File: src/rtl/tls_pkg.sv
// Shared types, codes and helper functions for the streaming token lexer.
`default_nettype none

package tls_pkg;

    // Lexer modes
    localparam logic [1:0] MODE_IDLE = 2'd0;
    localparam logic [1:0] MODE_NUM  = 2'd1;
    localparam logic [1:0] MODE_WORD = 2'd2;
    localparam logic [1:0] MODE_ERR  = 2'd3;

    // Token kinds
    localparam logic [2:0] TK_NUM     = 3'd0;
    localparam logic [2:0] TK_PUNCT   = 3'd1;
    localparam logic [2:0] TK_KEYWORD = 3'd2;
    localparam logic [2:0] TK_IDENT   = 3'd3;
    localparam logic [2:0] TK_EOF     = 3'd4;
    localparam logic [2:0] TK_ERROR   = 3'd5;

    // Keyword ids
    localparam logic KW_I32    = 1'b0;
    localparam logic KW_RETURN = 1'b1;

    localparam logic [15:0] LEN_MAX   = 16'hFFFF;
    localparam logic [62:0] VALUE_MAX = {63{1'b1}};
    localparam logic [15:0] I32_LEN    = 16'd3;
    localparam logic [15:0] RETURN_LEN = 16'd6;

    // Output queue geometry
    localparam int unsigned QDEPTH = 4;
    localparam int unsigned QAW    = $clog2(QDEPTH);

    typedef struct packed {
        logic [1:0]  mode;
        logic [15:0] pos;
        logic [15:0] start;
        logic [15:0] len;
        logic [62:0] acc;
        logic [1:0]  kwflags;
    } tls_state_t;

    typedef struct packed {
        logic [2:0]  token_kind;
        logic [15:0] start_offset;
        logic [15:0] token_length;
        logic [62:0] number_value;
        logic [7:0]  punct_char;
        logic        keyword_id;
        logic        last;
    } tls_result_t;

    function automatic logic is_space(input logic [7:0] c);
        return (c == 8'd32) || (c inside {[8'd9:8'd13]});
    endfunction

    function automatic logic is_digit(input logic [7:0] c);
        return c inside {[8'h30:8'h39]};
    endfunction

    function automatic logic is_alpha(input logic [7:0] c);
        return c inside {[8'h61:8'h7A], [8'h41:8'h5A]};
    endfunction

    function automatic logic is_punct(input logic [7:0] c);
        return c inside {[8'd33:8'd47], [8'd58:8'd64], [8'd91:8'd96], [8'd123:8'd126]};
    endfunction

    // Characters of "i32"
    function automatic logic [7:0] i32_char(input logic [1:0] i);
        logic [7:0] ch;
        case (i)
            2'd0:    ch = 8'h69;
            2'd1:    ch = 8'h33;
            2'd2:    ch = 8'h32;
            default: ch = 8'h00;
        endcase
        return ch;
    endfunction

    // Characters of "return"
    function automatic logic [7:0] return_char(input logic [2:0] i);
        logic [7:0] ch;
        case (i)
            3'd0:    ch = 8'h72;
            3'd1:    ch = 8'h65;
            3'd2:    ch = 8'h74;
            3'd3:    ch = 8'h75;
            3'd4:    ch = 8'h72;
            3'd5:    ch = 8'h6E;
            default: ch = 8'h00;
        endcase
        return ch;
    endfunction

    // Drop keyword candidates that the byte at this index does not match
    function automatic logic [1:0] kw_match(input logic [1:0] flags, input logic [7:0] c,
                                            input logic [15:0] idx);
        logic [1:0] f;
        f = flags;
        if (!((idx < I32_LEN) && (c == i32_char(idx[1:0]))))
            f[0] = 1'b0;
        if (!((idx < RETURN_LEN) && (c == return_char(idx[2:0]))))
            f[1] = 1'b0;
        return f;
    endfunction

    // acc*10 + digit, saturating at the largest 63-bit value
    function automatic logic [62:0] acc_digit(input logic [62:0] acc, input logic [7:0] c);
        logic [66:0] wide;
        logic [7:0]  d8;
        d8   = c - 8'h30;
        wide = ({4'b0, acc} << 3) + ({4'b0, acc} << 1) + {63'b0, d8[3:0]};
        return (|wide[66:63]) ? VALUE_MAX : wide[62:0];
    endfunction

    function automatic logic [15:0] sat_inc(input logic [15:0] v);
        return (v < LEN_MAX) ? v + 16'd1 : v;
    endfunction

endpackage

`default_nettype wire

File: src/rtl/token_lexer_stream_top.sv
// Top level of the streaming token lexer: input register, lexer state and result queue.
// An accepted item waits in the input register until the queue has room for its results.
// Throughput: one item per cycle while the queue has room; the one-result-per-cycle output
// port sets the limit when items give two results, with a 4-entry result queue in between.
// The held item waits, and further input stalls, while the queue holds more than 2 results.
// Reset (aresetn low, synchronous): lexer idle at offset 0, queue and input stage empty.
`default_nettype none

module token_lexer_stream_top
    import tls_pkg::*;
#(
    parameter int unsigned MAX_TEXT = 65536
) (
    input  wire logic        aclk,
    input  wire logic        aresetn,
    input  wire logic        s_valid,
    output logic             s_ready,
    input  wire logic        s_kind,
    input  wire logic [7:0]  s_text_byte,
    output logic             m_valid,
    input  wire logic        m_ready,
    output logic [2:0]       m_token_kind,
    output logic [15:0]      m_start_offset,
    output logic [15:0]      m_token_length,
    output logic [62:0]      m_number_value,
    output logic [7:0]       m_punct_char,
    output logic             m_keyword_id,
    output logic             m_last
);

    localparam int unsigned PosLimitInt = (MAX_TEXT - 1 > 65535) ? 65535 : MAX_TEXT - 1;
    localparam logic [15:0] POS_LIMIT   = 16'(PosLimitInt);

    logic          in_valid_reg, in_valid_next;
    logic          in_kind_reg;
    logic [7:0]    in_byte_reg;
    tls_state_t    state_reg, state_next;
    tls_result_t   res0, res1;
    logic [1:0]    res_count;
    tls_result_t   q_mem [QDEPTH];
    logic [QAW-1:0] head_reg, head_next;
    logic [QAW-1:0] tail_reg, tail_next;
    logic [QAW:0]  count_reg, count_next;
    logic          proc;
    logic          pop;
    logic [1:0]    push_count;
    tls_result_t   head_res;

    // Process the held item only when the queue has room for two results
    assign proc    = in_valid_reg && (count_reg <= (QAW+1)'(QDEPTH - 2));
    assign s_ready = !in_valid_reg || proc;
    assign pop     = m_valid && m_ready;
    assign push_count = proc ? res_count : 2'd0;

    tls_step u_step (
        .cur       (state_reg),
        .in_kind   (in_kind_reg),
        .in_byte   (in_byte_reg),
        .pos_limit (POS_LIMIT),
        .nxt       (state_next),
        .res0      (res0),
        .res1      (res1),
        .res_count (res_count)
    );

    // Input register
    always_comb begin
        if (s_valid && s_ready)
            in_valid_next = 1'b1;
        else if (proc)
            in_valid_next = 1'b0;
        else
            in_valid_next = in_valid_reg;
    end

    always_ff @(posedge aclk) begin
        if (s_valid && s_ready) begin
            in_kind_reg <= s_kind;
            in_byte_reg <= s_text_byte;
        end
    end

    // Queue pointers and occupancy
    always_comb begin
        tail_next  = tail_reg + QAW'(push_count);
        head_next  = head_reg + QAW'(pop);
        count_next = count_reg + (QAW+1)'(push_count) - (QAW+1)'(pop);
    end

    always_ff @(posedge aclk) begin
        if (!aresetn) begin
            in_valid_reg <= 1'b0;
            state_reg    <= '0;
            head_reg     <= '0;
            tail_reg     <= '0;
            count_reg    <= '0;
        end else begin
            in_valid_reg <= in_valid_next;
            if (proc)
                state_reg <= state_next;
            head_reg  <= head_next;
            tail_reg  <= tail_next;
            count_reg <= count_next;
        end
    end

    // Write results into the queue
    always_ff @(posedge aclk) begin
        if (push_count != 2'd0)
            q_mem[tail_reg] <= res0;
        if (push_count == 2'd2)
            q_mem[tail_reg + QAW'(1)] <= res1;
    end

    // Drive the result port from the queue head
    assign head_res       = q_mem[head_reg];
    assign m_valid        = (count_reg != '0);
    assign m_token_kind   = head_res.token_kind;
    assign m_start_offset = head_res.start_offset;
    assign m_token_length = head_res.token_length;
    assign m_number_value = head_res.number_value;
    assign m_punct_char   = head_res.punct_char;
    assign m_keyword_id   = head_res.keyword_id;
    assign m_last         = head_res.last;

    // Queue never overfills
    assert property (@(posedge aclk) disable iff (!aresetn)
        count_reg <= (QAW+1)'(QDEPTH))
        else $error("result queue overflow");

    // An eof result always closes its item
    assert property (@(posedge aclk) disable iff (!aresetn)
        m_valid && (m_token_kind == TK_EOF) |-> m_last)
        else $error("eof result without last");

    // End mark returns the lexer to offset zero and idle
    assert property (@(posedge aclk) disable iff (!aresetn)
        proc && in_kind_reg |=> (state_reg.pos == 16'd0) && (state_reg.mode == MODE_IDLE))
        else $error("lexer not reset after end mark");

    // Discarding mode yields nothing for text bytes
    assert property (@(posedge aclk) disable iff (!aresetn)
        proc && !in_kind_reg && (state_reg.mode == MODE_ERR) |-> (push_count == 2'd0))
        else $error("result produced while discarding");

endmodule

`default_nettype wire

File: src/rtl/tls_step.sv
// Per-item lexer step: next state and up to two results for one input item.
`default_nettype none

module tls_step
    import tls_pkg::*;
(
    input  tls_state_t  cur,
    input  logic        in_kind,
    input  logic [7:0]  in_byte,
    input  logic [15:0] pos_limit,
    output tls_state_t  nxt,
    output tls_result_t res0,
    output tls_result_t res1,
    output logic [1:0]  res_count
);

    tls_result_t flush_res;
    tls_result_t new_res;
    logic        have_flush;
    logic        have_new;
    logic        dig;
    logic        alpha;
    logic        extend;

    assign dig   = is_digit(in_byte);
    assign alpha = is_alpha(in_byte);

    // Build the result for the pending number or word
    always_comb begin
        flush_res              = '0;
        flush_res.start_offset = cur.start;
        flush_res.token_length = cur.len;
        if (cur.mode == MODE_NUM) begin
            flush_res.token_kind   = TK_NUM;
            flush_res.number_value = cur.acc;
        end else if (cur.kwflags[0] && (cur.len == I32_LEN)) begin
            flush_res.token_kind = TK_KEYWORD;
            flush_res.keyword_id = KW_I32;
        end else if (cur.kwflags[1] && (cur.len == RETURN_LEN)) begin
            flush_res.token_kind = TK_KEYWORD;
            flush_res.keyword_id = KW_RETURN;
        end else begin
            flush_res.token_kind = TK_IDENT;
        end
    end

    assign extend = ((cur.mode == MODE_NUM) && dig) ||
                    ((cur.mode == MODE_WORD) && (dig || alpha));

    // Advance the lexer by one item
    always_comb begin
        nxt        = cur;
        new_res    = '0;
        have_flush = 1'b0;
        have_new   = 1'b0;
        new_res.start_offset = cur.pos;
        if (in_kind) begin
            // End of text: flush, then eof, then back to reset state
            have_flush         = (cur.mode == MODE_NUM) || (cur.mode == MODE_WORD);
            have_new           = 1'b1;
            new_res.token_kind = TK_EOF;
            nxt                = '0;
        end else begin
            nxt.pos = (cur.pos < pos_limit) ? cur.pos + 16'd1 : cur.pos;
            if (cur.mode == MODE_ERR) begin
                // discard bytes until the end mark
            end else if (extend) begin
                if (cur.mode == MODE_NUM)
                    nxt.acc = acc_digit(cur.acc, in_byte);
                else
                    nxt.kwflags = kw_match(cur.kwflags, in_byte, cur.len);
                nxt.len = sat_inc(cur.len);
            end else begin
                have_flush = (cur.mode == MODE_NUM) || (cur.mode == MODE_WORD);
                nxt.mode   = MODE_IDLE;
                if (is_space(in_byte)) begin
                    // skip
                end else if (dig) begin
                    nxt.mode  = MODE_NUM;
                    nxt.start = cur.pos;
                    nxt.len   = 16'd1;
                    nxt.acc   = acc_digit('0, in_byte);
                end else if (is_punct(in_byte)) begin
                    have_new                = 1'b1;
                    new_res.token_kind      = TK_PUNCT;
                    new_res.token_length    = 16'd1;
                    new_res.punct_char      = in_byte;
                end else if (alpha) begin
                    nxt.mode    = MODE_WORD;
                    nxt.start   = cur.pos;
                    nxt.len     = 16'd1;
                    nxt.kwflags = kw_match(2'b11, in_byte, 16'd0);
                end else begin
                    have_new             = 1'b1;
                    new_res.token_kind   = TK_ERROR;
                    new_res.token_length = 16'd1;
                    new_res.punct_char   = in_byte;
                    nxt.mode             = MODE_ERR;
                end
            end
        end
    end

    // Order results: pending token first, mark the final one
    always_comb begin
        res_count = {1'b0, have_flush} + {1'b0, have_new};
        res0      = have_flush ? flush_res : new_res;
        res1      = new_res;
        if (have_flush && have_new)
            res1.last = 1'b1;
        else
            res0.last = 1'b1;
    end

endmodule

`default_nettype wire
File: config.mk
export PLATFORM = sky130hd
export DESIGN_NAME = token_lexer_stream_top
export DESIGN_NICKNAME = d
export VERILOG_FILES = /design/src/rtl/tls_pkg.sv /design/src/rtl/token_lexer_stream_top.sv /design/src/rtl/tls_step.sv
export SDC_FILE = /design/constraint.sdc
export NUM_CORES = 1
export LEC_CHECK = 0
export BUFFER_PORTS_ARGS = -buffer_cell sky130_fd_sc_hd__buf_2
export CORE_ASPECT_RATIO = 1.75
export CORE_MARGIN = 3
export CORE_UTILIZATION = 27
export CTS_CLUSTER_SIZE = 14
export DETAILED_ROUTE_END_ITERATION = 7
export HOLD_SLACK_MARGIN = 0.1
export PLACE_DENSITY_LB_ADDON = 0.25
export SYNTH_ARGS = -nofsm -noshare
export SYNTH_HDL_FRONTEND = slang
export SYNTH_SLANG_ARGS = --single-unit
File: constraint.sdc
create_clock -name aclk -period 5.3 [get_ports aclk]
set_input_delay 0.795 -clock aclk [delete_from_list [all_inputs] [get_ports aclk]]
set_output_delay 0.795 -clock aclk [all_outputs]
set_load 0.02 [all_outputs]
## Word level (Yosys, flattened, before mapping)

Memory sizes are Yosys's and may differ from the RTL's. A register that Yosys moved wholly into a read port is not among the register bits.
Cells that the tools add are included.

- Word-level logic and storage cells: 222
- Bits in writable memories: 432
- Input port bits: 13
- Flip-flop bits (word level): 132
- Output and inout bits: 110
- Memories: 1

Memories:

| memory | words | width | rd ports | clocked after memory_dff | write ports | line | source |
|---|---|---|---|---|---|---|---|
| q_mem | 4 | 108 | 1 | 1 | 2 | token_lexer_stream_top.sv:40 | `tls_result_t q_mem [QDEPTH];` |

- $lt $le $gt $ge: 21
- Add/sub/neg operators: 11
- Equality and inequality tests: 31
- Muxes and demuxes: 100
- Reductions and logical operators: 45

Operators by type and width:

| operator | count |
|---|---|
| 2-to-1 mux 63 bit | 4 |
| 2-to-1 mux 8 bit | 29 |
| 2-to-1 mux 97 bit | 2 |
| 2-to-1 mux 16 bit | 9 |
| 2-to-1 mux 115 bit | 1 |
| 2-to-1 mux 108 bit | 1 |
| 2-to-1 mux 32 bit | 3 |
| 2-to-1 mux 81 bit | 1 |
| adder 66 x 64 -> 67 bit | 1 |
| adder 67 x 4 -> 67 bit | 1 |
| <= comparator 8 x 7 -> 1 bit, second input constant | 5 |
| case mux 7 bit (5 select lines) | 1 |
| adder 16 x 1 -> 16 bit, second input constant | 2 |
| == test 8 bit | 4 |
| greater-or-equal comparator 8 x 7 -> 1 bit, second input constant | 4 |
| less-than comparator 16 bit, second input constant | 2 |
| 2-to-1 mux 1 bit | 28 |
| 2-to-1 mux 3 bit | 9 |
| greater-or-equal comparator 8 x 6 -> 1 bit, second input constant | 3 |
| 2-to-1 mux 2 bit | 11 |
| case mux 7 bit (3 select lines) | 1 |
| logical AND 1 bit | 18 |
| != test 3 bit, second input constant | 6 |
| == test 16 x 2 -> 1 bit, second input constant | 1 |
| other kinds (37) | 61 |

## Logic depth before layout (Yosys ltp)

- Word-level depth: 19
- Mapped depth: 23
- Depth with buffers taken out: 18

## Modules after synthesis

From an unflattened synthesis, not the netlist that was laid out.

- Cells, all modules: 3,213
- Area total of the unflattened synthesis: 35,880.7 µm²

Modules (own cells, without submodules):

| module | area an instance (µm²) | times used | cells each | seq. area each (µm²) |
|---|---|---|---|---|
| token_lexer_stream_top | 25,749.7 | 1 | 1,645 | 15,705.1 |
| tls_step | 10,131.0 | 1 | 1,568 | 0.0 |

## Least setup slack after synthesis

No wires, ideal clock.

- Path kind: register to register
- Start: register in_byte_reg[2]
- End: memory q_mem[0][0] (netlist name) (enable)
- Required time: 4.917 ns
- Setup time: 0.383 ns
- Data arrival time: 4.351 ns
- Setup slack: 0.566 ns
- Clock period less this slack: 4.734 ns
- Path buffers: 4
- Cell stages (with the launch flop): 18
- Path through: edfxtp_1 or3_1 o22ai_1 o21bai_1 a22o_1 nor2_1 nor2_1 or2_1 clkbuf_1 inv_2 clkbuf_1 ha_1 clkbuf_1 o21ai_1 nor3_1 nor2_1 clkbuf_1 inv_1

RTL lines:

| what | line | source |
|---|---|---|
| from (decl) | token_lexer_stream_top.sv:36 | `logic [7:0] in_byte_reg;` |
| from (signal assigned) | token_lexer_stream_top.sv:79 | `in_byte_reg <= s_text_byte;` |
| to (decl) | token_lexer_stream_top.sv:40 |  |

==> impl_results.md <==
- DRC Markers: 0
- Relative slew slack: 0.161
- CORE AREA: 101,000 um2
- FF+latch area: ~13,000 um2
- Avg Cell Area, Syn: approximately 11 um2
- Final WL: 92,000 um
- Ys async rst share: 0
- Buffers on Ports: ~120
- Post-DP HPWL: 61,800 um
- Drt via density: approximately 5.7
- R2r worst-path depth: 14
- Cell area after synthesis: ~28,000 um2
- Syn Nets: roughly 2,700
- ANT nets after route: 0
- Num Clock Sinks: ~560
- Hold-fix buffers at CTS: 0
- Routability Congestion: 0.921
- Startpoint types: flop
- Met3 wire length: approximately 4200 um
- Dpl cells: between 3,000 and 4,000
- CP max-delay cell: nor2_4
- Metal1 wirelength: approximately 33,000 um
- Final Slew Violations: 0
- Horiz. Die Dim: ~250 um
- Post-CTS sizing: 0
- H-tree Lvls: 2
- FMAX: approximately 210 MHz
- Post-Syn Instances: about 2,500
- WL met2: 51,100 um
- Flop pwr share: 0.453
- Clk Latency, worst-skew pair: about 620 ps
- Tmin final: 4730 ps
- Clock power share: 0.391
- Cells along the critical path: or3_1, o22ai_1, o21bai_1, a22o_1, nor2_1, nor2_1, or2_1, inv_2, ha_1, o21ai_1, nor2_4, nor2_4, buf_4, a32o_1
- PwrDens: ~330 nW/um2
- Worst VDD drop: 0.000293 V
- MaxCap Viol Count: 0
- Largest net degree at the start of global routing: between 80 and 90
- EDFF count, synth: roughly 120
- Final Non-Filler Cells: approximately 3,900
- PnR Total Power: 0.0103 W
- Clock buffer depth: 3
- Worst hold slack: around 400 ps
- Fin Setup TNS: 0 ps
- CTS tree: built
- Critical Path AT: ~5300 ps
- Worst Path Required: ~5900 ps
- Number of cell rows: between 150 and 200
- Number of DRC markers in iteration 0: 1,468
- GRT Resource Usage Total: 0.168
- Final #Nets: roughly 2,700
- Worst slew pin tran: around 1300 ps
- Multi-input logic area: around 14,000 um2
- DR top layer: met4
- Max reg flops: around 430
- Hold crit path type: primary input to flop
- Initial antenna violation count: 1
- Largest fanout on the critical path: between 40 and 50
- Setup Skew: 29.6 ps
- First-pass GRT wire length: approximately 140,000 um
- Vias in the first global route: 22,800
- Worst-path clk slew: ~70 ps
- Ports: 123
- Fill count: 10,300
- Area Growth Syn to Fin: 13.6%
- Fin. Hold Viols: 0
- Final worst path period share: 0.893
- Register area share after synthesis: 0.452
- Setup bufs post-CTS: 0
- YS warnings: 0
- Outcome: complete, no violations
- Yosys cell types: 84
- Top_reg_cell synth: dfxtp_1
- 1st-pass router iterations: 5
- Die Ht: between 400 and 500 um
- Clock root buffer: clkbuf_16
- Gr ovfl total: 0
- Net Sw Frac: 0.287
- Critical path type: flop to flop
- Setup-failing EPs final: 0
- Die Area: between 100,000 and 150,000 um2
- Flops & latches, synth: roughly 560
- DR WL/cell: between 20 and 25 um
- Worst setup EP type: flop
- Worst hold path depth: 1
- Starting Density: 0.274
- Cell Int Power: between 0.007 and 0.008 W
- Fraction of layout cells with a size suffix above 1: 0.164
- Total CTS buffers: 53
- Switching pwr: about 0.0030 W
- RSZ-0062 raised after global routing: false
- P_leak: between 10 and 15 nW
- Crit path largest cell delay: between 800 and 900 ps
- Gate power share: 0.156
- DR vias: approximately 22,000
-- logic make-up (layout without fill, tap and decap cells) --
group	count (synthesis)	after routing	synth area share
other	0	1	0
buffers and inverters	271	309	0.0402
AO/OA/AOI/OAI	807	807	0.235
multiplexers	111	111	0.0890
XOR/XNOR	90	90	0.0285
adder cells (fa/ha/maj)	145	145	0.0664
flip-flops	564	564	0.452
AND/OR/NAND/NOR	520	520	0.0898
-- worst max-delay path: cells and delay by family, from the launching register on --
kind	cells	cell delay, ps
AO/OA/AOI/OAI	5	1200
adder cells (fa/ha/maj)	1	230
buffers and inverters	2	790
flip-flops	1	630
AND/OR/NAND/NOR	6	1790
-- final cells by class --
class                   instances  share of cell area
flip-flops and latches        564               0.398
multi-input cells            1673               0.450
diodes                          1           0.0000796
well taps                    1326              0.0528
inverters                      39             0.00466
repair buffers                176              0.0375
clock buffers                  74              0.0499
clock inverters                20             0.00784
-- per-layer routing --
layer / GRT usage / vias up
met5: 0 / -
met4: 0.0743 / 0
met3: 0.0224 / 196
met2: 0.332 / 676
met1: 0.172 / 11100
li1: - / 9899
-- stage by stage --
stage                     setup WS (ps)  area [um2]   util
final                               569       31400  0.311
after global routing                219       31400  0.311
after CTS                           542       31400  0.311
after detailed placement            567       29600  0.293
after global placement              507       29600  0.293
after floorplan                     566       27700      -
-- power groups by stage --
stage          registers (W)  logic (W)  clock network, W
2_1_floorplan        0.00463    0.00115                 0
3_3_place_gp         0.00478    0.00164                 0
3_5_place_dp         0.00478    0.00164                 0
4_1_cts              0.00469    0.00165           0.00418
5_1_grt              0.00470    0.00174           0.00432
6_report             0.00468    0.00161           0.00404
-- layout by cell type (no fill, tap or decap), types with 41 or more instances in the layout --
| cell type | instances |
|---|---|
| a21oi_1 | 139 |
| a22o_1 | 70 |
| a32o_1 | 308 |
| buf_2 | 122 |
| buf_4 | 41 |
| clkbuf_16 | 56 |
| dfxtp_1 | 441 |
| edfxtp_1 | 121 |
| ha_1 | 142 |
| mux4_2 | 108 |
| nand2_1 | 139 |
| nand3_1 | 54 |
| nor2_1 | 149 |
| o21ai_0 | 92 |
| xor2_1 | 51 |
-- cells in the mapped netlist (all sizes together), types with 15 or more instances --
library cell	number	share of area
or3	15	0.0034
edfxtp	121	0.13
inv	39	0.0053
buf	72	0.013
dfxtp	443	0.32
o21a	20	0.0054
xnor2	39	0.012
and2	16	0.0036
a32o	308	0.11
xor2	51	0.016
a221o	40	0.015
nand4	36	0.0081
clkbuf	160	0.022
ha	142	0.064
nand3	54	0.0098
mux4	108	0.088
o21ai	109	0.020
nor2	163	0.023
nor3	27	0.0051
a21oi	141	0.026
nand2	141	0.019
a22o	70	0.022
a21o	21	0.0057
-- path summary, 6_finish.rpt --
kind	start	to	slack (ps)
min	s_kind	in_kind_reg	400
max	in_byte_reg[2]	q_mem[1][67]	570
max reg2reg	in_byte_reg[2]	q_mem[1][67]	570
min reg2reg	q_mem[1][1]	q_mem[1][1]	460
Power figures use the tool's default switching activity.
